==> src/rtl/core/efla_pkg.sv <==
// Shared types, constants and helpers for the free-list heap allocator.
package efla_pkg;

	localparam int MAX_HEAP_BYTES = 65536;
	localparam int ALIGN_BYTES    = 8;
	localparam int HEAP_WORDS     = MAX_HEAP_BYTES / 4;
	localparam int ADDR_W         = $clog2(HEAP_WORDS);
	localparam int CNT_W          = ADDR_W + 1;
	localparam int BRK_W          = $clog2(MAX_HEAP_BYTES + 1);

	localparam int MIN_SPLIT   = 16;
	localparam int INIT_CHUNK  = 4096;
	localparam int PROLOGUE_BP = 8;
	localparam int FIRST_BP    = 24;
	localparam int PRO_HDR_OFF = 4;
	localparam int PRO_FTR_OFF = 16;
	localparam int EPI_OFF     = 20;

	localparam logic [31:0] PRO_TAG = 32'(MIN_SPLIT) | 32'd1;
	localparam logic [31:0] EPI_TAG = 32'd1;

	// word index adjustments
	localparam logic [ADDR_W-1:0] WA_0  = '0;
	localparam logic [ADDR_W-1:0] WA_P1 = ADDR_W'(1);
	localparam logic [ADDR_W-1:0] WA_M1 = '1;
	localparam logic [ADDR_W-1:0] WA_M2 = ~ADDR_W'(1);

	localparam logic OP_ALLOC = 1'b0;
	localparam logic OP_FREE  = 1'b1;

	localparam logic [1:0] ST_OK   = 2'd0;
	localparam logic [1:0] ST_ZERO = 2'd1;
	localparam logic [1:0] ST_OOM  = 2'd2;

	typedef struct packed {
		logic              we;
		logic [ADDR_W-1:0] addr;
		logic [31:0]       wdata;
	} mem_req_t;

	typedef struct packed {
		logic [31:0] a;
		logic [31:0] b;
		logic        sub;
	} alu_req_t;

	function automatic logic [ADDR_W-1:0] widx(input logic [31:0] off,
			input logic [ADDR_W-1:0] adj);
		return off[ADDR_W+1:2] + adj;
	endfunction

endpackage

==> src/rtl/core/efla_alu.sv <==
// Shared 32-bit adder/subtractor with carry out used for the size math of the sequencer states.
module efla_alu (
	input  efla_pkg::alu_req_t req,
	output logic [32:0]        sum
);
	import efla_pkg::*;

	logic [32:0] b_ext;

	// with subtract, bit 32 is set when a >= b
	assign b_ext = req.sub ? {1'b0, ~req.b} : {1'b0, req.b};
	assign sum   = {1'b0, req.a} + b_ext + 33'(req.sub);

endmodule

==> config.mk <==
export PLATFORM = sky130hd
export DESIGN_NAME = efla_alu
export DESIGN_NICKNAME = d
export VERILOG_FILES = /design/src/rtl/core/efla_pkg.sv /design/src/rtl/core/efla_alu.sv
export SDC_FILE = /design/constraint.sdc
export NUM_CORES = 1
export LEC_CHECK = 0
export ABC_CLOCK_PERIOD_IN_PS = 4400
export BUFFER_PORTS_ARGS = -buffer_cell sky130_fd_sc_hd__buf_4
export CAP_MARGIN = 5
export CORE_AREA = 2 2 49 97
export DETAILED_ROUTE_END_ITERATION = 8
export DIE_AREA = 0 0 51 99
export PLACE_DENSITY = 0.83
export SETUP_SLACK_MARGIN = 0.2
export SLEW_MARGIN = 20
export SYNTH_ARGS = -nofsm -noshare
export SYNTH_HDL_FRONTEND = slang
export SYNTH_SLANG_ARGS = --single-unit
==> constraint.sdc <==
create_clock -name vclk -period 4.4
set_clock_uncertainty 0.1 [all_clocks]
set_input_delay 0.22 -clock vclk [all_inputs]
set_output_delay 0.22 -clock vclk [all_outputs]
set_load 0.02 [all_outputs]
# == Yosys cells after proc, flatten, opt, wreduce, memory -nomap -nowiden ==
# Cells that the tools add are included.
# totals
reg_bits,0
in_bits,65
output_inout_bits,33
# op_classes
n_addsub,2
mux,1
n_bitwise,1
# op_table
cell,count
adder 32 x 32 -> 33 bit,1
adder 33 x 1 -> 33 bit,1
two-way mux 32 bit,1
inverter 32 bit,1

# == Logic depth before layout (Yosys ltp) ==
# depth
ltp_word,4
depth_mapped,11
depth_no_buf,10

# == Worst setup path after synthesis ==
# OpenSTA, ideal clock, no wires.
# synth_timing
path_type,input to output
startpoint,input port req[0] (netlist bit)
endpoint,output port sum[28]
arrival_ps,3289
t_required_ps,4080
slack_ps,791
stages,11
path_buffers,2
cell_sequence,buf_2 -> clkbuf_1 -> xor2_1 -> ha_1 -> a21o_1 -> a21o_1 -> a221o_1 -> a221o_1 -> a31o_2 -> nand4_1 -> nor4bb_1
# synth_between
elab_chain_len,3
# synth_rtl
element,line,rtl
"start, declared",efla_alu.sv:3,"input efla_pkg::alu_req_t req,"
two-way mux 32 bit,efla_alu.sv:11,"assign b_ext = req.sub ? {1'b0, ~req.b} : {1'b0, req.b};"
adder 32 x 32 -> 33 bit,efla_alu.sv:12,"assign sum = {1'b0, req.a} + b_ext + 33'(req.sub);"
adder 33 x 1 -> 33 bit *,efla_alu.sv:12,
"end, declared",efla_alu.sv:4,output logic [32:0] sum
# Mark *: on every way between the ends. The rest lies on a longest branch, timed or not.

# == Final worst setup path ==
# layout_timing
startpoint,input port req[0] (netlist bit)
endpoint,output port sum[32]
# Same word-level chain as after synthesis.

==> results.json <==
{
  "routed_via_density": 5.83,
  "core-area_um2": 4300,
  "drt_wl_total_mm": 6.24,
  "ant_nets": 0,
  "grt-ovfl-total": 0,
  "synthToLayoutAreaGrowth_pct": 36.6,
  "status": "complete, no violations",
  "yosysMostFrequentCell": "xor2_1",
  "netlist.area_leader.share": 0.202,
  "synth_area_per_cell_um2": 7.36,
  "hp-class": "input port to primary output",
  "worstHoldEndpoint": "sum[0]",
  "post_cts_buffers": 0,
  "nClkBuffers": 0,
  "min_period_ps": 3600,
  "grt-busiest-layer": "met2",
  "die_h_um": 99,
  "syn_inst": 286,
  "dr.pass1.iters": 6,
  "place.gp.congestion": 0.899,
  "vdd_drop_max_mv": 0.187,
  "drive_gt1_frac": 0.271,
  "worst_slew_pin_slew_ps": 502,
  "seq_area_frac_synth": 0,
  "netlist_area_um2": 2110,
  "period_share": 0.818,
  "antenna_found_initial": 0,
  "setup_viol": 0,
  "die-area_um2": 5050,
  "vias": 2505,
  "path_max_fanout": 32,
  "worstSetupStartpoint": "req[0]",
  "place_hpwl_mm": 5.38,
  "drc": 0,
  "synth_top_area_cell": "ha_1",
  "rsz0062_at_grt": "no",
  "fill_cells": 393,
  "total_power_uw": 779,
  "io_buffers": 98,
  "final.setup.tns_ps": 0,
  "p_leak_nw": 1.48,
  "start_kind": "input port",
  "hold-path-cell-count": 3,
  "fp-row-count": 34,
  "worst_setup_path_end_kind": "primary output",
  "regArea_um2": 0,
  "critPathKind": "input port to primary output",
  "arrival_ps": 3280,
  "initial_utilization": 0.490,
  "hold_buffers": 0,
  "grt_first_pass_wirelength_mm": 10.2,
  "min-delay-start": "req[33]",
  "drv_cap": 0,
  "design.seq.count": 0,
  "io-pin-count": 98,
  "cts_resized": 0,
  "met3_usage": 0.00455,
  "ys_top_cells_by_area": "ha_1, xor2_1, a21oi_1",
  "ys_warn_count": 0,
  "hold_viol": 0,
  "synth_common_cells": "xor2_1, ha_1, a21oi_1",
  "gr-usage-met2": 0.533,
  "grt_max_degree": 33,
  "grt_usage": 0.245,
  "relSlewSlack": 0.665,
  "wl_per_cell_um": 14.5,
  "cp.required_ps": 4080,
  "first_iter_violations": 35,
  "fin_nets": 478,
  "dieWidth_um": 51,
  "synth_fp_nets": 386,
  "grt_pass1_vias": 2572,
  "gr-usage-met1": 0.211,
  "num_antenna_cells": 0,
  "slew_viol_final": 0,
  "p_per_area_nw_per_um2": 271,
  "max_freq_mhz": 278,
  "synthDistinctLibCells": 46
}
-- logic make-up after synthesis --
group,after synthesis,synth area share
AO/OA/AOI/OAI,102,0.329
AND/OR/NAND/NOR,72,0.177
XOR/XNOR,58,0.241
adder cells (fa/ha/maj),35,0.212
buffers and inverters,17,0.0315
multiplexers,2,0.00951
-- final cells by class --
class	count	area (um2)	area share
Tap cell	54	67.6	0.0235
Multi-Input combinational cell	269	2040	0.709
Timing Repair Buffer	98	736	0.256
Inverter	9	33.8	0.0117
-- worst max-delay path, cell delays in order --
cell and delay [ps]:
buf_4 420, xor2_1 260, inv_1 90, fa_1 440
nor2b_1 190, o21bai_1 110, a31oi_1 340, o22ai_1 200
a21oi_1 390, a21oi_1 190, o31ai_1 250, buf_4 190
-- through the flow --
stage / area, um2 / util / std cells / hold WS [ps] / setup slack [ps]
after floorplan: 2110 / - / 286 / 464 / 791
after global placement: 2880 / 0.669 / 430 / 632 / 827
after detailed placement: 2880 / 0.669 / 430 / 634 / 765
after CTS: 2880 / 0.669 / 430 / 634 / 759
after global routing: 2880 / 0.669 / 430 / 639 / 437
final: 2880 / 0.669 / 430 / 633 / 802
-- worst max-delay path by stage --
stage / end / cells past startpoint
2_1_floorplan: sum[28] / 11
3_3_place_gp: sum[32] / 12
3_5_place_dp: sum[32] / 12
4_1_cts: sum[32] / 12
5_1_grt: sum[32] / 12
6_report: sum[32] / 12
-- cells in the final DEF (no fill, tap or decap), drive strengths merged, types with 2 or more instances in the layout --
master,n
a211oi,4
o21ai,9
a21boi,2
o22ai,3
buf,98
o221ai,2
and2,4
xor2,41
a211o,3
o211ai,5
a221o,3
nand2b,2
inv,9
nand2,19
and3,6
nor2b,5
nand3,12
nor3,3
o21bai,6
a21oi,31
o21a,5
nand4,3
a21o,16
mux2i,2
ha,34
xnor2,17
or3,2
a31oi,2
nor2,10
o31ai,4
-- power by group --
part	switching [mW]	internal (mW)
Combinational	0.433	0.346
Clock	0	0
Sequential	0	0
Total	0.433	0.346
-- per-layer routing --
metal  vias to the layer above  wire length [um]
met1                      1153              2070
li1                       1253                 -
met5                         -                 0
met4                         0               255
met3                        22               212
met2                        77              3700
Note: power is estimated with default switching activity, not from simulation.
